[src/design/bcw_pkg.sv]
`default_nettype none
package bcw_pkg;

    // field widths
    localparam int BAUD_W     = 24;
    localparam int CLK_W      = 32;
    localparam int STATUS_W   = 3;
    localparam int STEP_W     = 12;
    localparam int LIMIT_W    = 16;
    localparam int WORD_W     = 32;

    // arithmetic width of the gcd and divider datapath
    localparam int DP_W       = 32;
    localparam int OVS_SHIFT  = 4;   // 16x oversampling
    localparam int LIMIT_POS  = 16;  // limit placed from this bit up in the control word

    localparam int S_TDATA_W  = ((BAUD_W + CLK_W + 7) / 8) * 8;
    localparam int M_FIELDS_W = STATUS_W + STEP_W + LIMIT_W + WORD_W;
    localparam int M_TDATA_W  = ((M_FIELDS_W + 7) / 8) * 8;

    localparam int LIMIT_BITS_DEF = 16;
    localparam int STEP_BITS_DEF  = 12;

    typedef logic [STATUS_W-1:0] status_t;

    localparam status_t STAT_OK    = 3'd0;
    localparam status_t STAT_SLOW  = 3'd1;
    localparam status_t STAT_LIMIT = 3'd2;
    localparam status_t STAT_STEP  = 3'd3;
    localparam status_t STAT_ZERO  = 3'd4;

endpackage
`default_nettype wire

[src/design/bcw_gcd.sv]
`default_nettype none
// Binary gcd, one step per cycle. Common factors of two are stripped from
// the two inputs and, in step, from copies of them, so that at the end the
// copies divided by the odd part of the gcd give the exact quotients.
module bcw_gcd (
    input  wire                       aclk,
    input  wire                       aresetn,
    input  wire                       start,
    input  wire [bcw_pkg::DP_W-1:0]   a_in,
    input  wire [bcw_pkg::DP_W-1:0]   b_in,
    output logic                      done,
    output logic [bcw_pkg::DP_W-1:0]  g_odd,
    output logic [bcw_pkg::DP_W-1:0]  a_red,
    output logic [bcw_pkg::DP_W-1:0]  b_red
);

    logic                     busy_reg, busy_next;
    logic                     done_reg, done_next;
    logic [bcw_pkg::DP_W-1:0] a_reg, a_next;
    logic [bcw_pkg::DP_W-1:0] b_reg, b_next;
    logic [bcw_pkg::DP_W-1:0] ax_reg, ax_next;
    logic [bcw_pkg::DP_W-1:0] bx_reg, bx_next;

    always_comb begin
        busy_next = busy_reg;
        done_next = 1'b0;
        a_next    = a_reg;
        b_next    = b_reg;
        ax_next   = ax_reg;
        bx_next   = bx_reg;
        if (start) begin
            busy_next = 1'b1;
            a_next    = a_in;
            b_next    = b_in;
            ax_next   = a_in;
            bx_next   = b_in;
        end else if (busy_reg) begin
            if (!a_reg[0] && !b_reg[0]) begin
                a_next  = a_reg >> 1;
                b_next  = b_reg >> 1;
                ax_next = ax_reg >> 1;
                bx_next = bx_reg >> 1;
            end else if (!a_reg[0]) begin
                a_next = a_reg >> 1;
            end else if (!b_reg[0]) begin
                b_next = b_reg >> 1;
            end else if (a_reg == b_reg) begin
                busy_next = 1'b0;
                done_next = 1'b1;
            end else if (a_reg > b_reg) begin
                a_next = a_reg - b_reg;
            end else begin
                b_next = b_reg - a_reg;
            end
        end
    end

    always_ff @(posedge aclk) begin
        if (!aresetn) begin
            busy_reg <= 1'b0;
            done_reg <= 1'b0;
        end else begin
            busy_reg <= busy_next;
            done_reg <= done_next;
        end
        a_reg  <= a_next;
        b_reg  <= b_next;
        ax_reg <= ax_next;
        bx_reg <= bx_next;
    end

    assign done  = done_reg;
    assign g_odd = a_reg;
    assign a_red = ax_reg;
    assign b_red = bx_reg;

endmodule
`default_nettype wire

[src/design/bcw_div.sv]
`default_nettype none
// Restoring radix-2 divider, one quotient bit per cycle.
module bcw_div (
    input  wire                       aclk,
    input  wire                       aresetn,
    input  wire                       start,
    input  wire [bcw_pkg::DP_W-1:0]   dividend,
    input  wire [bcw_pkg::DP_W-1:0]   divisor,
    output logic                      done,
    output logic [bcw_pkg::DP_W-1:0]  quotient
);

    localparam int CNT_W = $clog2(bcw_pkg::DP_W);
    localparam logic [CNT_W-1:0] CNT_LAST = CNT_W'(bcw_pkg::DP_W - 1);

    logic                     busy_reg, busy_next;
    logic                     done_reg, done_next;
    logic [CNT_W-1:0]         cnt_reg, cnt_next;
    logic [bcw_pkg::DP_W-1:0] quo_reg, quo_next;
    logic [bcw_pkg::DP_W-1:0] rem_reg, rem_next;
    logic [bcw_pkg::DP_W-1:0] dvs_reg, dvs_next;
    logic [bcw_pkg::DP_W:0]   trial;
    logic [bcw_pkg::DP_W:0]   diff;

    assign trial = {rem_reg, quo_reg[bcw_pkg::DP_W-1]};
    assign diff  = trial - {1'b0, dvs_reg};

    always_comb begin
        busy_next = busy_reg;
        done_next = 1'b0;
        cnt_next  = cnt_reg;
        quo_next  = quo_reg;
        rem_next  = rem_reg;
        dvs_next  = dvs_reg;
        if (start) begin
            busy_next = 1'b1;
            cnt_next  = '0;
            quo_next  = dividend;
            rem_next  = '0;
            dvs_next  = divisor;
        end else if (busy_reg) begin
            // dividend bits leave at the top, quotient bits enter at the bottom
            if (!diff[bcw_pkg::DP_W]) begin
                rem_next = diff[bcw_pkg::DP_W-1:0];
                quo_next = {quo_reg[bcw_pkg::DP_W-2:0], 1'b1};
            end else begin
                rem_next = trial[bcw_pkg::DP_W-1:0];
                quo_next = {quo_reg[bcw_pkg::DP_W-2:0], 1'b0};
            end
            cnt_next = cnt_reg + 1'b1;
            if (cnt_reg == CNT_LAST) begin
                busy_next = 1'b0;
                done_next = 1'b1;
            end
        end
    end

    always_ff @(posedge aclk) begin
        if (!aresetn) begin
            busy_reg <= 1'b0;
            done_reg <= 1'b0;
        end else begin
            busy_reg <= busy_next;
            done_reg <= done_next;
        end
        cnt_reg <= cnt_next;
        quo_reg <= quo_next;
        rem_reg <= rem_next;
        dvs_reg <= dvs_next;
    end

    assign done     = done_reg;
    assign quotient = quo_reg;

endmodule
`default_nettype wire

[src/design/baud_control_word_calc.sv]
`default_nettype none
// Channel  | Dir | tdata fields, low bit first             | tuser | tlast
// ---------+-----+-------------------------------------------+-------+------
// s_       | in  | baud[23:0], clock_hz[55:24]               |  -    |  -
// m_       | out | status, step_value, limit_value, ctl word |  -    |  -
//
// One word at a time. A word with a zero field skips the gcd and the divider and goes
// straight to the done state. Otherwise the binary gcd runs its shift and subtract steps,
// then the serial divider runs twice, once for 16*baud/g and once for clock/g.
// Reset is synchronous, active low, and clears the control state only.
// A new word is taken while the previous result waits in the output register;
// a finished result waits in the done state until that register frees up.
module baud_control_word_calc #(
    parameter int LIMIT_BITS = bcw_pkg::LIMIT_BITS_DEF,
    parameter int STEP_BITS  = bcw_pkg::STEP_BITS_DEF
) (
    input  wire                             aclk,
    input  wire                             aresetn,
    input  wire                             s_tvalid,
    output logic                            s_tready,
    // baud [23:0], clock_hz [55:24]
    input  wire [bcw_pkg::S_TDATA_W-1:0]    s_tdata,
    output logic                            m_tvalid,
    input  wire                             m_tready,
    // status [2:0], step_value [14:3], limit_value [30:15], control_word [62:31]
    output logic [bcw_pkg::M_TDATA_W-1:0]   m_tdata
);

    localparam logic [2:0] ST_IDLE = 3'd0;
    localparam logic [2:0] ST_GCD  = 3'd1;
    localparam logic [2:0] ST_DIVS = 3'd2;
    localparam logic [2:0] ST_DIVQ = 3'd3;
    localparam logic [2:0] ST_DONE = 3'd4;

    localparam int DP_W = bcw_pkg::DP_W;

    logic [2:0]                  state_reg, state_next;
    logic                        zero_reg, zero_next;
    logic [DP_W-1:0]             s_res_reg, s_res_next;
    logic [DP_W-1:0]             q_res_reg, q_res_next;

    logic                        m_valid_reg, m_valid_next;
    bcw_pkg::status_t            status_reg, status_next;
    logic [bcw_pkg::STEP_W-1:0]  step_reg, step_next;
    logic [bcw_pkg::LIMIT_W-1:0] limit_reg, limit_next;
    logic [bcw_pkg::WORD_W-1:0]  word_reg, word_next;

    logic [bcw_pkg::BAUD_W-1:0]  in_baud;
    logic [bcw_pkg::CLK_W-1:0]   in_clk;
    logic                        in_fire;
    logic                        in_zero;
    logic                        out_free;

    logic                        gcd_start, gcd_done;
    logic [DP_W-1:0]             gcd_a, gcd_g, gcd_ar, gcd_br;
    logic                        div_start, div_done;
    logic [DP_W-1:0]             div_dividend, div_quo;

    logic [DP_W-1:0]             lim_full;
    logic                        slow, lim_bad, step_bad;

    assign in_baud  = s_tdata[bcw_pkg::BAUD_W-1:0];
    assign in_clk   = s_tdata[bcw_pkg::BAUD_W +: bcw_pkg::CLK_W];
    assign s_tready = (state_reg == ST_IDLE);
    assign in_fire  = s_tvalid && s_tready;
    assign in_zero  = (in_baud == '0) || (in_clk == '0);
    assign out_free = !m_valid_reg || m_tready;

    assign gcd_a     = {{(DP_W - bcw_pkg::BAUD_W - bcw_pkg::OVS_SHIFT){1'b0}},
                        in_baud, {bcw_pkg::OVS_SHIFT{1'b0}}};
    assign gcd_start = in_fire && !in_zero;

    bcw_gcd u_gcd (
        .aclk    (aclk),
        .aresetn (aresetn),
        .start   (gcd_start),
        .a_in    (gcd_a),
        .b_in    (DP_W'(in_clk)),
        .done    (gcd_done),
        .g_odd   (gcd_g),
        .a_red   (gcd_ar),
        .b_red   (gcd_br)
    );

    assign div_start    = ((state_reg == ST_GCD) && gcd_done) ||
                          ((state_reg == ST_DIVS) && div_done);
    assign div_dividend = (state_reg == ST_GCD) ? gcd_ar : gcd_br;

    bcw_div u_div (
        .aclk     (aclk),
        .aresetn  (aresetn),
        .start    (div_start),
        .dividend (div_dividend),
        .divisor  (gcd_g),
        .done     (div_done),
        .quotient (div_quo)
    );

    assign lim_full = q_res_reg - s_res_reg;
    assign slow     = (q_res_reg < s_res_reg);
    assign lim_bad  = (lim_full >> LIMIT_BITS) != '0;
    assign step_bad = (s_res_reg >> STEP_BITS) != '0;

    always_comb begin
        state_next   = state_reg;
        zero_next    = zero_reg;
        s_res_next   = s_res_reg;
        q_res_next   = q_res_reg;
        m_valid_next = m_valid_reg;
        status_next  = status_reg;
        step_next    = step_reg;
        limit_next   = limit_reg;
        word_next    = word_reg;

        if (m_valid_reg && m_tready) begin
            m_valid_next = 1'b0;
        end

        case (state_reg)
            ST_IDLE: begin
                if (in_fire) begin
                    zero_next  = in_zero;
                    state_next = in_zero ? ST_DONE : ST_GCD;
                end
            end
            ST_GCD: begin
                if (gcd_done) begin
                    state_next = ST_DIVS;
                end
            end
            ST_DIVS: begin
                if (div_done) begin
                    s_res_next = div_quo;
                    state_next = ST_DIVQ;
                end
            end
            ST_DIVQ: begin
                if (div_done) begin
                    q_res_next = div_quo;
                    state_next = ST_DONE;
                end
            end
            ST_DONE: begin
                if (out_free) begin
                    m_valid_next = 1'b1;
                    step_next    = '0;
                    limit_next   = '0;
                    word_next    = '0;
                    if (zero_reg) begin
                        status_next = bcw_pkg::STAT_ZERO;
                    end else if (slow) begin
                        status_next = bcw_pkg::STAT_SLOW;
                    end else if (lim_bad) begin
                        status_next = bcw_pkg::STAT_LIMIT;
                    end else if (step_bad) begin
                        status_next = bcw_pkg::STAT_STEP;
                    end else begin
                        status_next = bcw_pkg::STAT_OK;
                        step_next   = s_res_reg[bcw_pkg::STEP_W-1:0];
                        limit_next  = lim_full[bcw_pkg::LIMIT_W-1:0];
                        // limit above, step below; step may reach into the limit field
                        word_next   = {lim_full[bcw_pkg::WORD_W-bcw_pkg::LIMIT_POS-1:0],
                                       {bcw_pkg::LIMIT_POS{1'b0}}}
                                      | s_res_reg[bcw_pkg::WORD_W-1:0];
                    end
                    state_next = ST_IDLE;
                end
            end
            default: begin
                state_next = ST_IDLE;
            end
        endcase
    end

    always_ff @(posedge aclk) begin
        if (!aresetn) begin
            state_reg   <= ST_IDLE;
            m_valid_reg <= 1'b0;
        end else begin
            state_reg   <= state_next;
            m_valid_reg <= m_valid_next;
        end
        zero_reg   <= zero_next;
        s_res_reg  <= s_res_next;
        q_res_reg  <= q_res_next;
        status_reg <= status_next;
        step_reg   <= step_next;
        limit_reg  <= limit_next;
        word_reg   <= word_next;
    end

    assign m_tvalid = m_valid_reg;
    assign m_tdata  = {{(bcw_pkg::M_TDATA_W - bcw_pkg::M_FIELDS_W){1'b0}},
                       word_reg, limit_reg, step_reg, status_reg};

endmodule
`default_nettype wire
[config.mk]
export PLATFORM = sky130hd
export DESIGN_NAME = baud_control_word_calc
export DESIGN_NICKNAME = d
export VERILOG_FILES = /design/src/design/bcw_pkg.sv /design/src/design/bcw_gcd.sv /design/src/design/bcw_div.sv /design/src/design/baud_control_word_calc.sv
export SDC_FILE = /design/constraint.sdc
export NUM_CORES = 1
export LEC_CHECK = 0
export BUFFER_PORTS_ARGS = -buffer_cell sky130_fd_sc_hd__buf_4
export CAP_MARGIN = 10
export CORE_AREA = 5 5 229 231
export DETAILED_ROUTE_END_ITERATION = 8
export DIE_AREA = 0 0 234 236
export GPL_TIMING_DRIVEN = 0
export PLACE_DENSITY_LB_ADDON = 0.1
export SETUP_SLACK_MARGIN = 0.15
export SYNTH_ARGS = -nofsm -noshare
export SYNTH_HDL_FRONTEND = slang
export SYNTH_HIERARCHICAL = 1
export SYNTH_SLANG_ARGS = --single-unit
[constraint.sdc]
create_clock -name aclk -period 14 [get_ports aclk]
set_input_delay 1.4 -clock aclk [delete_from_list [all_inputs] [get_ports aclk]]
set_output_delay 1.4 -clock aclk [all_outputs]
set_load 0.02 [all_outputs]
# --- Word-level counts from Yosys, hierarchy flattened ---
# Index checks and enable logic that the tools add are counted.
totals:
  elab_cells: 144
  ff_bits: 361
  input_bits: 60
op_classes:
  n_lt_le_gt_ge: 2
  addsub: 5
  mux: 49
  reduce_logical: 37
  bitwise: 6
  n_eq_ne: 19
op_table:
  columns: ["cell", "count"]
  rows:
  - ["32-bit 2-to-1 mux", 19]
  - ["28-bit 2-to-1 mux", 5]
  - ["32-bit subtractor", 3]
  - ["32-bit nonzero test", 2]
  - ["33-bit by 32-bit subtractor with 33-bit output", 1]
  - ["32-bit == test", 1]
  - ["32-bit greater-than comparator", 1]
  - ["32-bit zero test", 1]
  - ["32-bit less-than comparator", 1]
  - ["32-bit OR", 1]
  - ["24-bit zero test", 1]
  - ["4-bit != test, second input constant", 5]
  - ["3-bit 2-to-1 mux", 6]
  - ["1-bit 2-to-1 mux", 16]
  - ["3-bit one-hot mux with 5 select lines", 1]
  - ["2-bit AND reduction", 7]
  - ["4-bit AND reduction", 3]
  - ["3-bit != test, second input constant", 3]
  - ["2-bit by 1-bit != test with 1-bit output, second input constant", 4]
  - ["3-bit by 2-bit == test with 1-bit output, second input constant", 2]
  - ["1-bit logical AND", 6]
  - ["2-bit nonzero test", 3]
  - ["6-bit OR reduction", 1]
  - ["5-bit by 1-bit adder with 5-bit output, second input constant", 1]
  - ["other kinds (14)", 24]

# --- Depth between registers and ports, before layout ---
depth:
  word_depth: 8
  ltp_mapped: 14
  mapped_depth_nobuf: 13

# --- Cells and area by module ---
# The synthesis kept the hierarchy.
modules_own_cells:
  columns: ["module", "instances", "cells_each", "area_per_inst_um2", "seq_area_each_um2"]
  rows:
  - ["bcw_gcd", 1, 982, 9545.4, 3883.7]
  - ["baud_control_word_calc", 1, 604, 6924.1, 3563.4]
  - ["bcw_div", 1, 569, 5883.1, 2702.6]

# --- Least setup slack after synthesis ---
# OpenSTA, ideal clock, no wires.
synth_timing:
  kind: "in2reg"
  from: "input s_tdata[0] (netlist name)"
  to: "register u_gcd.a_reg (netlist bit u_gcd/g_odd[10]), enable pin"
  arrival_time_ps: 4773
  n_path_buf: 2
  slack_ps: 8761
  path_stages: 8
  t_required_ps: 13534
  cell_sequence: "nor4_1 > nand4_1 > o22ai_1 > nor2b_1 > clkbuf_1 > clkbuf_1 > nor2_1 > o31ai_1"
synth_via:
  elab_chain_len: 6
  word_cells_on_any_way: 9
  cone_classes: "eq/ne: 3; reduce/logical: 6"
synth_rtl:
  columns: ["item", "line", "text"]
  rows:
  - ["start: declaration", "baud_control_word_calc.sv:22", "input wire [bcw_pkg::S_TDATA_W-1:0] s_tdata,"]
  - ["24-bit zero test *", "baud_control_word_calc.sv:66", "assign in_zero = (in_baud == '0) || (in_clk == '0);"]
  - ["1-bit logical OR *", "baud_control_word_calc.sv:66", null]
  - ["via in_zero", "baud_control_word_calc.sv:51", "logic in_zero;"]
  - ["1-bit zero test *", "baud_control_word_calc.sv:71", "assign gcd_start = in_fire && !in_zero;"]
  - ["1-bit logical AND *", "baud_control_word_calc.sv:71", null]
  - ["via gcd_start", "baud_control_word_calc.sv:54", "logic gcd_start, gcd_done;"]
  - ["4-bit != test (no source line) or 2-bit nonzero test (tied branches)", null, null]
  - ["4-bit AND reduction (no source line) *", null, null]
  - ["end signal: assignment", "bcw_gcd.sv:66", "a_reg <= a_next;"]
  - ["end: declaration", "bcw_gcd.sv:19", "logic [bcw_pkg::DP_W-1:0] a_reg, a_next;"]
# The timed path passes the listed nets; every way through them passes the cells marked *.
# A chain may end at the register's enable or synchronous reset.

# --- Worst setup path after layout ---
layout_timing:
  from: "input s_tdata[0] (netlist name)"
  to: "register u_gcd.a_reg (netlist bit u_gcd/g_odd[11]) (data pin)"
layout_via:
  elab_chain_len: 5
layout_rtl:
  columns: ["item", "line", "text"]
  rows:
  - ["24-bit zero test", "baud_control_word_calc.sv:66", null]
  - ["1-bit logical OR", "baud_control_word_calc.sv:66", null]
  - ["via in_zero", "baud_control_word_calc.sv:51", null]
  - ["1-bit zero test", "baud_control_word_calc.sv:71", null]
  - ["1-bit logical AND", "baud_control_word_calc.sv:71", null]
  - ["via gcd_start", "baud_control_word_calc.sv:54", null]
  - ["28-bit 2-to-1 mux", "bcw_gcd.sv:31", "if (start) begin"]
  - ["via u_gcd.a_next, one bit", "bcw_gcd.sv:19", null]
# The timed path passes the listed nets, and every way through them passes these cells.

==> out/results.ini <==
[drt]
drcViolationCount = 0
drt_first_pass_iters = 6
first_iter_violations = 1732
vias = 17800
drt-total-wl_um = 67800
antenna_left = 0
vias_per_cell = 5.83
wl_per_cell_um = 22.2

[synthesis]
synth.cell_area_um2 = 22400
yosysSeqAreaShare = 0.454
ys_async_sr_fraction = 0
yosys.cell_types.count = 104
ys_warn_count = 6
syn_avg_cell_area_um2 = 10.4
netlist_instances = 2155
ys_seq_elements = 353
synth-edff-count = 308
synthFlopType = edfxtp_1

[setup_path]
start_kind = input pin
slowest_stage = nor2_1
slowest_delay_ns = 0.89
crit_path_end_kind = flop
crit_type = in -> reg
cp_max_fo = 10
r2r_start = state_reg[0]
cp-startpoint = s_tdata[0]
cp.arrival_ns = 5.34
reg2regPathDepth = 10
timing.critical_path.cells = buf_4 -> nor4_1 -> nand4_1 -> o22ai_1 -> nor2b_1 -> clkbuf_1 -> nor2_1 -> clkbuf_1 -> a22oi_1 -> o21ai_0
crit_required_ns = 14.40
cpMostUsedCell = clkbuf_1

[worst_hold_path]
hold_path_depth = 0
hp-class = reg -> reg
worstHoldStart = u_div/quotient[22]

[clock_tree]
root_buffer = clkbuf_16
clk_pin_slew_ns = 0.05
clock_path_buffers = 3
cts_resized = 0
cts_max_level = 2
cts_tree = done
post-cts-setup-buffer-count = 0
clock-sinks = 353
cts_buffers = 42
clk_latency_ns = 0.58
cts.hold.buffers_added = 0

[floorplanning]
start_util = 0.448
die_w_um = 234
core-area_um2 = 49900
ios = 126
die-area_um2 = 55200
die_y_um = 236
num_rows = 82

[cells_and_area]
seq_area_um2 = 10100
multiInputGateArea_um2 = 10900
layout.cells.non_filler = 3054
final_cell_mix = 308 x edfxtp_1, 184 x inv_1, 154 x a21oi_1
area_growth_pct = 15.0
fillers = 4618
layout_commonest_cell = edfxtp_1
drive_gt1_frac = 0.179
nets = 2543

[global_routing]
grt_pass1_wl_um = 103000
grt_start_max_net_pins = 44
top_usage_layer = met2
antenna_found_initial = 0
grt_pass1_vias = 17400
grt_use_met3 = 0.0374
use_met2 = 0.364
overflow = 0
grt.met1_usage = 0.348
grt_use_total = 0.240

[place]
placedCellCount = 2975
place_congestion = 0.919
dp_hpwl_um = 53600
portBuffers = 124

[power]
leakagePower_nw = 10.3
vdd_ir_drop_max_v = 0.000111
powerDensity_nw_per_um2 = 186

[run]
cap_violations = 0

[status]
status = finished, final reports clean

[timing]
hold_viol_final = 0
worstMarginPinSlew_ns = 1.09
final-max-slew-violation-count = 0
fin_crit_sh = 0.352
period_minus_slack_ns = 4.93
fmax_mhz = 203
rsz0062_at_grt = false
tns_ns = 0
maxSlewHeadroom = 0.271
finalSetupViolations = 0
fin_worst_skew_ns = 0.0199

## metrics by stage
stage	util	instance area (um^2)	hold slack [ns]	worst slack, ns	total power, mW
CTS	0.515	25700	0.485	9.22	4.76
detailed placement	0.488	24300	0.473	8.62	3.66
floorplan	-	22400	0.428	8.76	2.98
finish	0.516	25700	0.484	9.07	4.77
global placement	0.485	24200	0.466	6.27	3.66
global route	0.516	25700	0.491	8.87	5.03
## kinds of logic (layout without fill, tap and decap cells)
group	Yosys count	count (layout)	synth area share
other	1	20	0.000168
xor gates and xnor gates	106	106	0.0415
and+or+nand+nor	519	519	0.119
adders and majority gates	135	135	0.0769
AOI/OAI and AO/OA	585	585	0.174
buffers and inverters	312	520	0.0625
muxes	144	144	0.0709
DFF	353	353	0.454
## report_power, final
part,internal (mW),switching (mW),total [mW]
registers,1.34,0.163,1.50
clock network,0.617,0.460,1.08
logic,0.793,1.40,2.19
total,2.75,2.02,4.77
## synthesized netlist by cell type, drive strengths merged, types with 24 or more instances
cell type | n | area (um^2)
a211oi | 40 | 315
a21o | 38 | 287
inv | 185 | 694
nand2b | 24 | 153
nand3 | 26 | 135
buf | 59 | 447
nor2 | 144 | 551
clkbuf | 68 | 256
mux2 | 115 | 1290
nand4 | 32 | 219
a21oi | 162 | 841
edfxtp | 308 | 9250
xor2 | 42 | 368
nand2 | 119 | 452
nor3 | 36 | 196
xnor2 | 64 | 561
a22oi | 38 | 285
nor4 | 27 | 175
mux2i | 29 | 290
o21ai | 144 | 751
ha | 131 | 1640
and3 | 53 | 334
dfxtp | 45 | 901
## per-layer routing
metal	vias to the layer above	part of all wire
li1	8331	-
met1	8687	0.46
met2	652	0.44
met3	125	0.064
met4	0	0.040
met5	-	0
## worst max-delay path, delay by kind of cell
family / cells / cell delay (ns)
AOI/OAI and AO/OA: 3 / 0.87
buffers and inverters: 3 / 1.08
and+or+nand+nor: 4 / 1.96
## area by class of cell
cell class / count / area share
multi-input combinational: 1507 / 0.424
buffer: 127 / 0.0274
antenna: 2 / 0.000195
inverter: 185 / 0.0270
sequential: 353 / 0.395
clock buffer: 53 / 0.0425
tap: 672 / 0.0327
timing repair buffer: 132 / 0.0419
clock inverter: 23 / 0.00949
## path summary, 6_finish.rpt
kind / end / slack [ns]
worst max-delay path: u_gcd/g_odd[11] / 9.07
worst min-delay path: s_res_reg[22] / 0.48
worst max register to register: u_div/quotient[0] / 9.41
worst min register to register: s_res_reg[22] / 0.48
(Power assumes the default switching activity.)
